### config.mk
export PLATFORM = sky130hd
export DESIGN_NAME = euclidean_distance_stream_unit
export DESIGN_NICKNAME = d
export VERILOG_FILES = /design/src/eds_pkg.sv /design/src/eds_front.sv /design/src/eds_queue.sv /design/src/eds_back.sv /design/src/euclidean_distance_stream_unit.sv
export VERILOG_INCLUDE_DIRS = /design/src /design/src/src
export SDC_FILE = /design/constraint.sdc
export NUM_CORES = 2
export LEC_CHECK = 0
export ABC_CLOCK_PERIOD_IN_PS = 22600
export BUFFER_PORTS_ARGS = -buffer_cell sky130_fd_sc_hd__buf_2
export CORE_MARGIN = 3
export CORE_UTILIZATION = 55
export DETAILED_ROUTE_END_ITERATION = 10
export HOLD_SLACK_MARGIN = 0.1
export PLACE_DENSITY = 0.69
export SKIP_CTS_REPAIR_TIMING = 1
export SLEW_MARGIN = 20
export SYNTH_ARGS = -nofsm -noshare
export SYNTH_HDL_FRONTEND = slang
export SYNTH_SLANG_ARGS = --single-unit
### constraint.sdc
create_clock -name clock -period 22.6 [get_ports clock]
set_input_delay 6.78 -clock clock [delete_from_list [all_inputs] [get_ports clock]]
set_output_delay 6.78 -clock clock [all_outputs]
set_load 0.005 [all_outputs]
### src/assert_macros.svh
// assertion macros shared by the distance unit modules
// expects signals named clock and reset in the module that uses them
`ifndef ASSERT_MACROS_SVH
`define ASSERT_MACROS_SVH

// property that must hold at every edge outside reset
`define ED_ASSERT(name, prop, msg) \
   name: assert property (@(posedge clock) disable iff (reset) (prop)) else $error(msg);

// condition at one edge implies a consequence at the next
`define ED_ASSERT_NEXT(name, cond, cons, msg) \
   name: assert property (@(posedge clock) disable iff (reset) (cond) |=> (cons)) else $error(msg);

`endif

### src/eds_pkg.sv
// types and constants for the euclidean distance stream unit
// no dependencies
`default_nettype none

package eds_pkg;

   localparam int ELEM_W     = 24;
   localparam int MAG_W      = ELEM_W + 1;
   localparam int SQ_W       = 2 * ELEM_W + 1;
   localparam int SUM_W      = 60;
   localparam int DIST_W     = 29;
   localparam int BIT_W      = SUM_W - 1;
   localparam int QUEUE_DEPTH = 4;
   localparam int QUEUE_PTR_W = 2;
   localparam int QUEUE_CNT_W = QUEUE_PTR_W + 1;

   localparam logic [SUM_W-1:0] DIST_MAX = {{(SUM_W-DIST_W){1'b0}}, {DIST_W{1'b1}}};

   typedef struct packed {
      logic signed [ELEM_W-1:0] a_elem;
      logic signed [ELEM_W-1:0] b_elem;
      logic                     a_last;
      logic                     b_last;
   } req_type;

   typedef struct packed {
      logic [DIST_W-1:0] distance;
      logic              length_mismatch;
   } rsp_type;

   // finished sum handed from front end to back end
   typedef struct packed {
      logic [SUM_W-1:0] sum;
      logic             mismatch;
   } job_type;

   typedef struct packed {
      logic full;
      logic empty;
   } queue_status_type;

endpackage

`default_nettype wire

### src/eds_front.sv
// front end: difference, square and saturating accumulation of element pairs
// depends on eds_pkg and assert_macros.svh
`default_nettype none
`include "assert_macros.svh"

module eds_front import eds_pkg::*; (
   input  wire logic             clock,
   input  wire logic             reset,
   input  wire logic             req_push,
   input  wire req_type          req_data,
   output logic                  req_full,
   input  wire queue_status_type q_status,
   output logic                  q_push,
   output job_type               q_job
);

   logic                    s1_valid_ff, s1_valid_in;
   logic [MAG_W-1:0]        s1_mag_ff, s1_mag_in;
   logic                    s1_alast_ff, s1_blast_ff;
   logic                    s2_valid_ff, s2_valid_in;
   logic [SQ_W-1:0]         s2_sq_ff, s2_sq_in;
   logic                    s2_alast_ff, s2_blast_ff;
   logic [SUM_W-1:0]        sum_ff, sum_in;

   logic signed [MAG_W-1:0] diff;
   logic [SUM_W:0]          sum_wide;
   logic [SUM_W-1:0]        sum_sat;
   logic                    s2_end;
   logic                    stall;

   assign diff = $signed({req_data.a_elem[ELEM_W-1], req_data.a_elem})
               - $signed({req_data.b_elem[ELEM_W-1], req_data.b_elem});

   assign s2_end = s2_valid_ff && (s2_alast_ff || s2_blast_ff);
   assign stall  = s2_end && q_status.full;
   assign req_full = stall;

   assign sum_wide = {1'b0, sum_ff} + {{(SUM_W+1-SQ_W){1'b0}}, s2_sq_ff};
   assign sum_sat  = sum_wide[SUM_W] ? {SUM_W{1'b1}} : sum_wide[SUM_W-1:0];

   always_comb begin
      s1_valid_in = req_push;
      s1_mag_in   = diff[MAG_W-1] ? MAG_W'(-diff) : MAG_W'(diff);
      s2_valid_in = s1_valid_ff;
      s2_sq_in    = SQ_W'(s1_mag_ff * s1_mag_ff);
      sum_in      = sum_ff;
      if (s2_valid_ff) begin
         sum_in = s2_end ? '0 : sum_sat;
      end
   end

   assign q_push       = s2_end && !stall;
   assign q_job.sum      = sum_sat;
   assign q_job.mismatch = s2_alast_ff != s2_blast_ff;

   always_ff @(posedge clock) begin
      if (reset) begin
         s1_valid_ff <= 1'b0;
         s2_valid_ff <= 1'b0;
         sum_ff      <= '0;
      end else if (!stall) begin
         s1_valid_ff <= s1_valid_in;
         s2_valid_ff <= s2_valid_in;
         sum_ff      <= sum_in;
      end
   end

   always_ff @(posedge clock) begin
      if (!stall) begin
         s1_mag_ff   <= s1_mag_in;
         s1_alast_ff <= req_data.a_last;
         s1_blast_ff <= req_data.b_last;
         s2_sq_ff    <= s2_sq_in;
         s2_alast_ff <= s1_alast_ff;
         s2_blast_ff <= s1_blast_ff;
      end
   end

   `ED_ASSERT_NEXT(a_stall_holds_end, stall, s2_valid_ff && $stable(s2_sq_ff), "stalled end item lost")
   `ED_ASSERT(a_push_has_room, !(q_push && q_status.full), "push into full queue")

endmodule

`default_nettype wire

### src/eds_queue.sv
// short queue of finished sums between front end and back end
// depends on eds_pkg and assert_macros.svh
`default_nettype none
`include "assert_macros.svh"

module eds_queue import eds_pkg::*; (
   input  wire logic        clock,
   input  wire logic        reset,
   input  wire logic        push,
   input  wire job_type     push_job,
   input  wire logic        pop,
   output job_type          head_job,
   output queue_status_type status
);

   job_type                entry_ff [QUEUE_DEPTH];
   logic [QUEUE_PTR_W-1:0] wr_ptr_ff, wr_ptr_in;
   logic [QUEUE_PTR_W-1:0] rd_ptr_ff, rd_ptr_in;
   logic [QUEUE_CNT_W-1:0] count_ff, count_in;
   logic                   do_push, do_pop;

   assign status.full  = count_ff == QUEUE_CNT_W'(QUEUE_DEPTH);
   assign status.empty = count_ff == '0;
   assign do_push = push && !status.full;
   assign do_pop  = pop && !status.empty;
   assign head_job = entry_ff[rd_ptr_ff];

   always_comb begin
      wr_ptr_in = do_push ? wr_ptr_ff + 1'b1 : wr_ptr_ff;
      rd_ptr_in = do_pop ? rd_ptr_ff + 1'b1 : rd_ptr_ff;
      count_in  = count_ff;
      if (do_push && !do_pop) begin
         count_in = count_ff + 1'b1;
      end else if (do_pop && !do_push) begin
         count_in = count_ff - 1'b1;
      end
   end

   always_ff @(posedge clock) begin
      if (reset) begin
         wr_ptr_ff <= '0;
         rd_ptr_ff <= '0;
         count_ff  <= '0;
      end else begin
         wr_ptr_ff <= wr_ptr_in;
         rd_ptr_ff <= rd_ptr_in;
         count_ff  <= count_in;
      end
   end

   always_ff @(posedge clock) begin
      if (do_push) begin
         entry_ff[wr_ptr_ff] <= push_job;
      end
   end

   `ED_ASSERT(a_count_bound, count_ff <= QUEUE_CNT_W'(QUEUE_DEPTH), "queue count out of range")
   `ED_ASSERT(a_ptr_gap, (wr_ptr_ff - rd_ptr_ff) == count_ff[QUEUE_PTR_W-1:0], "pointers disagree with count")

endmodule

`default_nettype wire

### src/eds_back.sv
// back end: iterative integer square root and result register
// depends on eds_pkg and assert_macros.svh
`default_nettype none
`include "assert_macros.svh"

module eds_back import eds_pkg::*; (
   input  wire logic             clock,
   input  wire logic             reset,
   input  wire queue_status_type q_status,
   input  wire job_type          q_job,
   output logic                  q_pop,
   output logic                  rsp_empty,
   input  wire logic             rsp_pop,
   output rsp_type               rsp_data
);

   localparam logic [1:0] ST_IDLE = 2'd0;
   localparam logic [1:0] ST_CALC = 2'd1;
   localparam logic [1:0] ST_HOLD = 2'd2;

   logic [1:0]       state_ff, state_in;
   logic [SUM_W-1:0] rem_ff, rem_in;
   logic [SUM_W-1:0] root_ff, root_in;
   logic [BIT_W-1:0] bit_ff, bit_in;
   logic             mismatch_ff, mismatch_in;
   logic             out_valid_ff, out_valid_in;
   rsp_type          out_ff, out_in;

   logic [SUM_W-1:0] trial;
   logic             slot_free;

   assign trial     = root_ff + {1'b0, bit_ff};
   assign slot_free = !out_valid_ff || rsp_pop;
   assign q_pop     = (state_ff == ST_IDLE) && !q_status.empty;
   assign rsp_empty = !out_valid_ff;
   assign rsp_data  = out_ff;

   always_comb begin
      state_in     = state_ff;
      rem_in       = rem_ff;
      root_in      = root_ff;
      bit_in       = bit_ff;
      mismatch_in  = mismatch_ff;
      out_valid_in = out_valid_ff && !rsp_pop;
      out_in       = out_ff;
      case (state_ff)
         ST_IDLE: begin
            if (!q_status.empty) begin
               rem_in      = q_job.sum;
               root_in     = '0;
               bit_in      = {1'b1, {(BIT_W-1){1'b0}}};
               mismatch_in = q_job.mismatch;
               state_in    = q_job.mismatch ? ST_HOLD : ST_CALC;
            end
         end
         ST_CALC: begin
            // one result bit per cycle
            if (rem_ff >= trial) begin
               rem_in  = rem_ff - trial;
               root_in = (root_ff >> 1) + {1'b0, bit_ff};
            end else begin
               root_in = root_ff >> 1;
            end
            bit_in = bit_ff >> 2;
            if (bit_ff[0]) begin
               state_in = ST_HOLD;
            end
         end
         ST_HOLD: begin
            if (slot_free) begin
               out_valid_in = 1'b1;
               out_in.length_mismatch = mismatch_ff;
               if (root_ff > DIST_MAX) begin
                  out_in.distance = DIST_MAX[DIST_W-1:0];
               end else begin
                  out_in.distance = root_ff[DIST_W-1:0];
               end
               state_in = ST_IDLE;
            end
         end
         default: begin
            state_in = ST_IDLE;
         end
      endcase
   end

   always_ff @(posedge clock) begin
      if (reset) begin
         state_ff     <= ST_IDLE;
         out_valid_ff <= 1'b0;
      end else begin
         state_ff     <= state_in;
         out_valid_ff <= out_valid_in;
      end
   end

   always_ff @(posedge clock) begin
      rem_ff      <= rem_in;
      root_ff     <= root_in;
      bit_ff      <= bit_in;
      mismatch_ff <= mismatch_in;
      out_ff      <= out_in;
   end

   `ED_ASSERT(a_calc_bit_onehot, (state_ff != ST_CALC) || $onehot(bit_ff), "root step bit lost")
   `ED_ASSERT(a_mismatch_no_root, (state_ff != ST_HOLD) || !mismatch_ff || (root_ff == '0), "mismatch with root")

endmodule

`default_nettype wire

### src/euclidean_distance_stream_unit.sv
// top level of the euclidean distance stream unit
// depends on eds_pkg, eds_front, eds_queue, eds_back and assert_macros.svh
`default_nettype none

//  channel   ports                              direction  payload
//  request   req_push, req_full, req_data       in         req_type: a_elem, b_elem, a_last, b_last
//  result    rsp_pop, rsp_empty, rsp_data       out        rsp_type: distance, length_mismatch
//
// one request per cycle enters the front pipeline (difference, square, accumulate)
// while req_full is low, and the front end never stalls on its own
// the back end takes one sum at a time through its one-bit-per-cycle root loop
// a four-entry queue of finished sums sits between them; when it is full and an end element
// reaches the accumulator, req_full rises and the whole front pipeline holds
// synchronous reset clears the sum, pipeline valids, queue pointers and result valid flag;
// there is no clearing pass

module euclidean_distance_stream_unit import eds_pkg::*; (
   input  wire logic    clock,
   input  wire logic    reset,
   input  wire logic    req_push,
   output logic         req_full,
   input  wire req_type req_data,
   input  wire logic    rsp_pop,
   output logic         rsp_empty,
   output rsp_type      rsp_data
);

   // front to queue
   logic             q_push;
   job_type          q_push_job;
   // queue to back
   logic             q_pop;
   job_type          q_head_job;
   queue_status_type q_status;

   // squares and sums element pairs, hands finished sums over
   eds_front u_front (
      .clock    (clock),
      .reset    (reset),
      .req_push (req_push),
      .req_data (req_data),
      .req_full (req_full),
      .q_status (q_status),
      .q_push   (q_push),
      .q_job    (q_push_job)
   );

   // decouples the per-element front from the per-vector root
   eds_queue u_queue (
      .clock    (clock),
      .reset    (reset),
      .push     (q_push),
      .push_job (q_push_job),
      .pop      (q_pop),
      .head_job (q_head_job),
      .status   (q_status)
   );

   // floor square root with saturation, result register towards the consumer
   eds_back u_back (
      .clock     (clock),
      .reset     (reset),
      .q_status  (q_status),
      .q_job     (q_head_job),
      .q_pop     (q_pop),
      .rsp_empty (rsp_empty),
      .rsp_pop   (rsp_pop),
      .rsp_data  (rsp_data)
   );

endmodule

`default_nettype wire
After elaboration in Yosys (flattened, before gate mapping)
Memory sizes are Yosys's and may differ from the RTL's. A register that Yosys moved wholly into a read port is not among the register bits.
Index checks and enable logic that the tools add are counted.
- $add $sub $neg: 10
- $mul: 1
- div/mod/pow operators: 0
- $lt $le $gt $ge: 2
- eq/ne operators: 8
- shift operators: 0
- muxes and demuxes: 24
- bitwise logic cells: 2
- reductions and logical operators: 28
- operators with widths (kind ; count):
    $mux W60 ; 6
    $pmux W60 S2 ; 2
    $pmux W59 S2 ; 1
    $add A60 B49 Y61 ; 1
    $add A59 B59 Y60 ; 1
    $add A60 B59 Y60 ; 1
    $ge A60 B60 Y1 ; 1
    $gt A60 B29 Y1 const B ; 1
    $sub A60 B60 Y60 ; 1
    $mux W59 ; 1
    $mul A25 B25 Y49 ; 1
    $neg A25 Y25 ; 1
    $sub A24 B24 Y25 ; 1
    $mux W24 ; 1
    $mux W2 ; 6
    $logic_and A1 B1 Y1 ; 9
    $reduce_and A2 Y1 ; 4
    $logic_not A1 Y1 ; 7
    $mux W3 ; 2
    $ne A2 B1 Y1 const B ; 3
    $pmux W2 S3 ; 1
    $reduce_and A3 Y1 ; 2
    $add A2 B1 Y2 const B ; 2
    $mux W1 ; 4
    12 further kinds ; 15
- register bits: 360
- bits in latches: 0
- memory bits (writable): 244
- ROM bits: 0
- bits of input ports: 54
- output and inout port bits: 32
- word-level logic and storage cells: 97
- memories: 1
- memories (memory ; depth ; bits a word ; rd ports ; clocked after Yosys merged registers in ; write ports ; RTL line ; text):
    u_queue.entry_ff ; 4 ; 61 ; 1 ; 1 ; 1 ; eds_queue.sv:16 ; job_type entry_ff [QUEUE_DEPTH];

Logic depth before layout (Yosys ltp)
- word-level depth: 10
- gate-level depth with buffers: 29
- gate-level depth less buffers: 27

Modules after synthesis
A second synthesis with hierarchy kept.
- cells, all modules: 5094
- area total of the unflattened synthesis: 51755.9 µm²
- modules (own cells, without submodules) (module ; times used ; cells each ; area an instance (µm²) ; sequential area each (µm²)):
    eds_front ; 1 ; 2997 ; 27084.7 ; 3553.4
    eds_back ; 1 ; 1730 ; 15334.7 ; 5495.3
    eds_queue ; 1 ; 367 ; 9336.5 ; 7507.2

Worst setup path before layout
No wires, ideal clock.
- path kind: flip-flop to output port
- start point: register u_front.s2_blast_ff
- end point: output req_full
- data arrival time: 3.407 ns
- data required time: 15.820 ns
- setup slack: 12.413 ns
- cell stages (with the launch flop): 5
- path buffers: 0
- cells stage by stage: edfxtp_1 -> inv_1 -> ha_1 -> nand4b_1 -> inv_1
- longest elaborated chain between the ends: 3
- ends and longest elaborated chain (what ; RTL line ; text):
    from (decl) ; eds_front.sv:22 ; logic s2_alast_ff, s2_blast_ff;
    from (signal assigned) ; eds_front.sv:75 ; s2_blast_ff <= s1_blast_ff;
    $logic_or A1 B1 Y1 ; eds_front.sv:34 ; assign s2_end = s2_valid_ff && (s2_alast_ff || s2_blast_ff);
    $logic_and A1 B1 Y1 ; eds_front.sv:34 ;
    $logic_and A1 B1 Y1 ; eds_front.sv:35 ; assign stall = s2_end && q_status.full;
    to (decl) ; euclidean_distance_stream_unit.sv:21 ; output logic req_full,
Every way passes these cells.

Worst setup path after layout
- start point: input req_data[26] in the netlist's numbering
- end point: register u_front.s1_mag_ff[8], data pin
- longest elaborated chain between the ends: 3
- ends and longest elaborated chain (what ; RTL line ; text):
    from (decl) ; euclidean_distance_stream_unit.sv:22 ; input wire req_type req_data,
    $sub A24 B24 Y25 * ; eds_front.sv:32 ; - $signed({req_data.b_elem[ELEM_W-1], req_data.b_elem});
    $neg A25 Y25 ; eds_front.sv:43 ; s1_mag_in = diff[MAG_W-1] ? MAG_W'(-diff) : MAG_W'(diff);
    $mux W24 * ; eds_front.sv:43 ;
    net u_front.s1_mag_in[8] ; eds_front.sv:18 ; logic [MAG_W-1:0] s1_mag_ff, s1_mag_in;
    to (signal assigned) ; eds_front.sv:70 ; s1_mag_ff <= s1_mag_in;
    to (decl) ; eds_front.sv:18 ;
Mark *: on every way through the listed nets, which the timed path passes. The rest lies on a longest branch.
A chain may end at the register's enable or synchronous reset.

==> results.json <==
{
  "status": "complete, no violations",
  "cp-end-kind": "flip-flop",
  "crit_chain": "buf_2 -> inv_1 -> ha_1 -> inv_1 -> fa_1 -> a21oi_1 -> o221ai_1 -> a22oi_2 -> a21oi_1 -> o211ai_1 -> a21oi_1 -> o21ai_1 -> a41oi_2 -> a41oi_1 -> xnor2_1",
  "ys_ff_latch": 576,
  "clock-sinks": 576,
  "antenna_found_initial": 1,
  "cts.path.max_buffers": 3,
  "clk_pin_slew_ns": 0.06,
  "cts_tree": "done",
  "synth_compound_area_frac": 0.133,
  "synth_nets": 6069,
  "synth.most_common_cell": "inv_1",
  "hpwl_um": 91700,
  "critPathMaxFanout": 15,
  "rrSetupSlack_ns": 14.42,
  "worst_r2r_endpoint": "u_front.s2_sq_ff[47]$_DFFE_PN_",
  "skew_ns": 0.0321,
  "grt_pass1_wl_um": 197000,
  "synth_top_cell_area_share": 0.290,
  "n_fill_cell": 8054,
  "drive_gt1_frac": 0.0740,
  "rr_startpoint": "u_front.s1_mag_ff[1]$_DFFE_PN_",
  "seq_area_frac_synth": 0.318,
  "num_rows": 112,
  "grt_overflow": 0,
  "setup_viol": 0,
  "clock_latency_ns": 0.61,
  "r2r_cells": 24,
  "numCtsBuffers": 67,
  "finalCritPeriodShare": 0.425,
  "viasPerCell": 5.80,
  "cpMaxStageDelayCell": "a41oi_2",
  "fp.dieW_um": 314,
  "drt_iter0_markers": 2732,
  "grt_usage": 0.246,
  "final-max-slew-violation-count": 0,
  "ant_nets": 0,
  "synth_fa_ha_area_frac": 0.273,
  "cts-htree-levels": 3,
  "crit_path_end": "u_front.s1_mag_ff[8]$_DFFE_PN_",
  "synth_mux_area_frac": 0.0298,
  "ys.flop_type": "edfxtp_1",
  "portBuffers": 85,
  "tns_ns": 0,
  "die_area_mm2": 0.0984,
  "yosysTopAreaCell": "edfxtp_1",
  "syn2layout_area_growth_pct": 7.19,
  "fp.dieH_um": 314,
  "crit_type": "in -> reg",
  "avgSynthCellArea_um2": 10.1,
  "ios": 86,
  "num-nets-final": 6057,
  "first_global_vias": 37800,
  "max_clock_freq_mhz": 104,
  "synth_top_family_by_area": "adder cells",
  "period_needed_ns": 9.61,
  "wl_per_cell_um": 18.5,
  "netlist_instances": 5161,
  "hp-class": "reg -> reg",
  "tightestPinTransition_ns": 1.13,
  "maxCapViolCount": 0,
  "vias": 37500,
  "timing.critical_path.slowest_cell_delay_ns": 0.45,
  "ys_top_cells_by_area": "edfxtp_1 (29%), fa_1 (18%), ha_1 (9.2%)",
  "routed_wl_um": 120000,
  "required_ns": 22.94,
  "gp_congestion": 0.897,
  "synth-edff-count": 502,
  "synth_commonest_cells": "inv_1 (745), nand2_1 (516), edfxtp_1 (502)",
  "start_util": 0.556,
  "synth.distinct_cells": 109,
  "synthXorXnorAreaFrac": 0.0493,
  "synth_simple_gate_area_frac": 0.127,
  "drc_errors": 0,
  "cp.arrival_ns": 9.95,
  "critPathLaunchType": "input pin",
  "grt_setup_unrepaired": "false",
  "grt_max_degree": 74,
  "drtPass1Iterations": 5,
  "async_flop_share": 0,
  "worstSetupStartpoint": "req_data[26]",
  "core_area_mm2": 0.0936,
  "slew_headroom": 0.245,
  "cts-root-buf": "clkbuf_16",
  "finalHoldViolCount": 0,
  "yosysWarnings": 0,
  "synth_area_mm2": 0.0520,
  "cpMostUsedCell": "a21oi_1"
}
-- final cells by class --
class                           count  area (µm²)  area share
Antenna cell                        2        5.00   0.0000897
Multi-Input combinational cell   3634       31900       0.572
Timing Repair Buffer              125         757      0.0136
Sequential cell                   576       16600       0.297
Clock inverter                     36         397     0.00711
Tap cell                         1254        1570      0.0281
Clock buffer                       85        1820      0.0325
Inverter                          745        2800      0.0502
-- layout by cell type, fill, tap and decap left out, drive strengths merged, types with 121 or more instances in the layout --
master and instances:
and2 183, nand2 517, ha 384, buf 125, xnor2 172, o21ai 249
a21oi 281, nor2 254, edfxtp 502, xor2 121, fa 470, inv 753
-- how the worst min path moves through the flow --
stage | end | depth (start not counted) | start | slack, ns
after floorplan | u_back.rsp_data[0]$_DFFE_PP_ | 0 | u_back.mismatch_ff$_DFFE_PP_ | 0.40
after global placement | u_front.s2_alast_ff$_DFFE_PN_ | 0 | u_front.s1_alast_ff$_DFFE_PN_ | 0.41
after detailed placement | u_front.s2_blast_ff$_DFFE_PN_ | 0 | u_front.s1_blast_ff$_DFFE_PN_ | 0.41
after CTS | u_front.s2_blast_ff$_DFFE_PN_ | 0 | u_front.s1_blast_ff$_DFFE_PN_ | 0.40
after global routing | u_front.s2_blast_ff$_DFFE_PN_ | 0 | u_front.s1_blast_ff$_DFFE_PN_ | 0.43
final | u_front.s2_blast_ff$_DFFE_PN_ | 0 | u_front.s1_blast_ff$_DFFE_PN_ | 0.41
-- through the flow --
step	hold slack, ns	cells	setup slack (ns)	utilization	instance area [µm²]
floorplan	0.400	5161	12.41	-	52000
global placement	0.407	6331	12.51	0.572	53500
detailed placement	0.414	6332	12.48	0.572	53600
CTS	0.405	6453	13.09	0.596	55800
global route	0.429	6455	12.74	0.596	55800
finish	0.407	6457	12.99	0.596	55800
-- kinds of logic after synthesis --
kind of cell | Yosys count
xor gates and xnor gates | 293
muxes | 78
DFF | 576
AOI/OAI and AO/OA | 1042
buffers and inverters | 951
and+or+nand+nor | 1367
adders and majority gates | 854
-- per-layer routing --
| metal | vias to the layer above | GRT usage | routed length, µm |
|---|---|---|---|
| li1 | 17800 | - | - |
| met5 | - | 0 | 0 |
| met4 | 0 | 0.0732 | 3290 |
| met1 | 18500 | 0.344 | 52800 |
| met3 | 201 | 0.0345 | 6820 |
| met2 | 1069 | 0.402 | 56700 |
-- state kept, by name (all words and copies together), names as in the netlist, named ones only --
signal and flops:
u_queue.entry_ff 244, u_back.rem_ff 60, u_back.root_ff 60, u_front.sum_ff 60, u_front.s2_sq_ff 48, u_back.bit_ff 30
u_back.rsp_data 30, u_front.s1_mag_ff 25, u_queue.count_ff 3, u_back.state_ff 2, u_queue.rd_ptr_ff 2, u_queue.wr_ptr_ff 2
u_back.mismatch_ff 1, u_back.out_valid_ff 1, u_front.s1_alast_ff 1, u_front.s1_blast_ff 1, u_front.s1_valid_ff 1, u_front.s2_alast_ff 1
u_front.s2_blast_ff 1, u_front.s2_valid_ff 1
-- critical path, delay by kind of cell --
family / cells / cell delay [ns]
AO/OA/AOI/OAI: 9 / 2.32
XOR/XNOR: 1 / 0.09
adder cells (fa/ha/maj): 2 / 0.56
buffers and inverters: 3 / 0.18
Power is left out: the tool's default activity adds up to more than one toggle a clock period on the data nets, which glitch-free logic cannot reach.
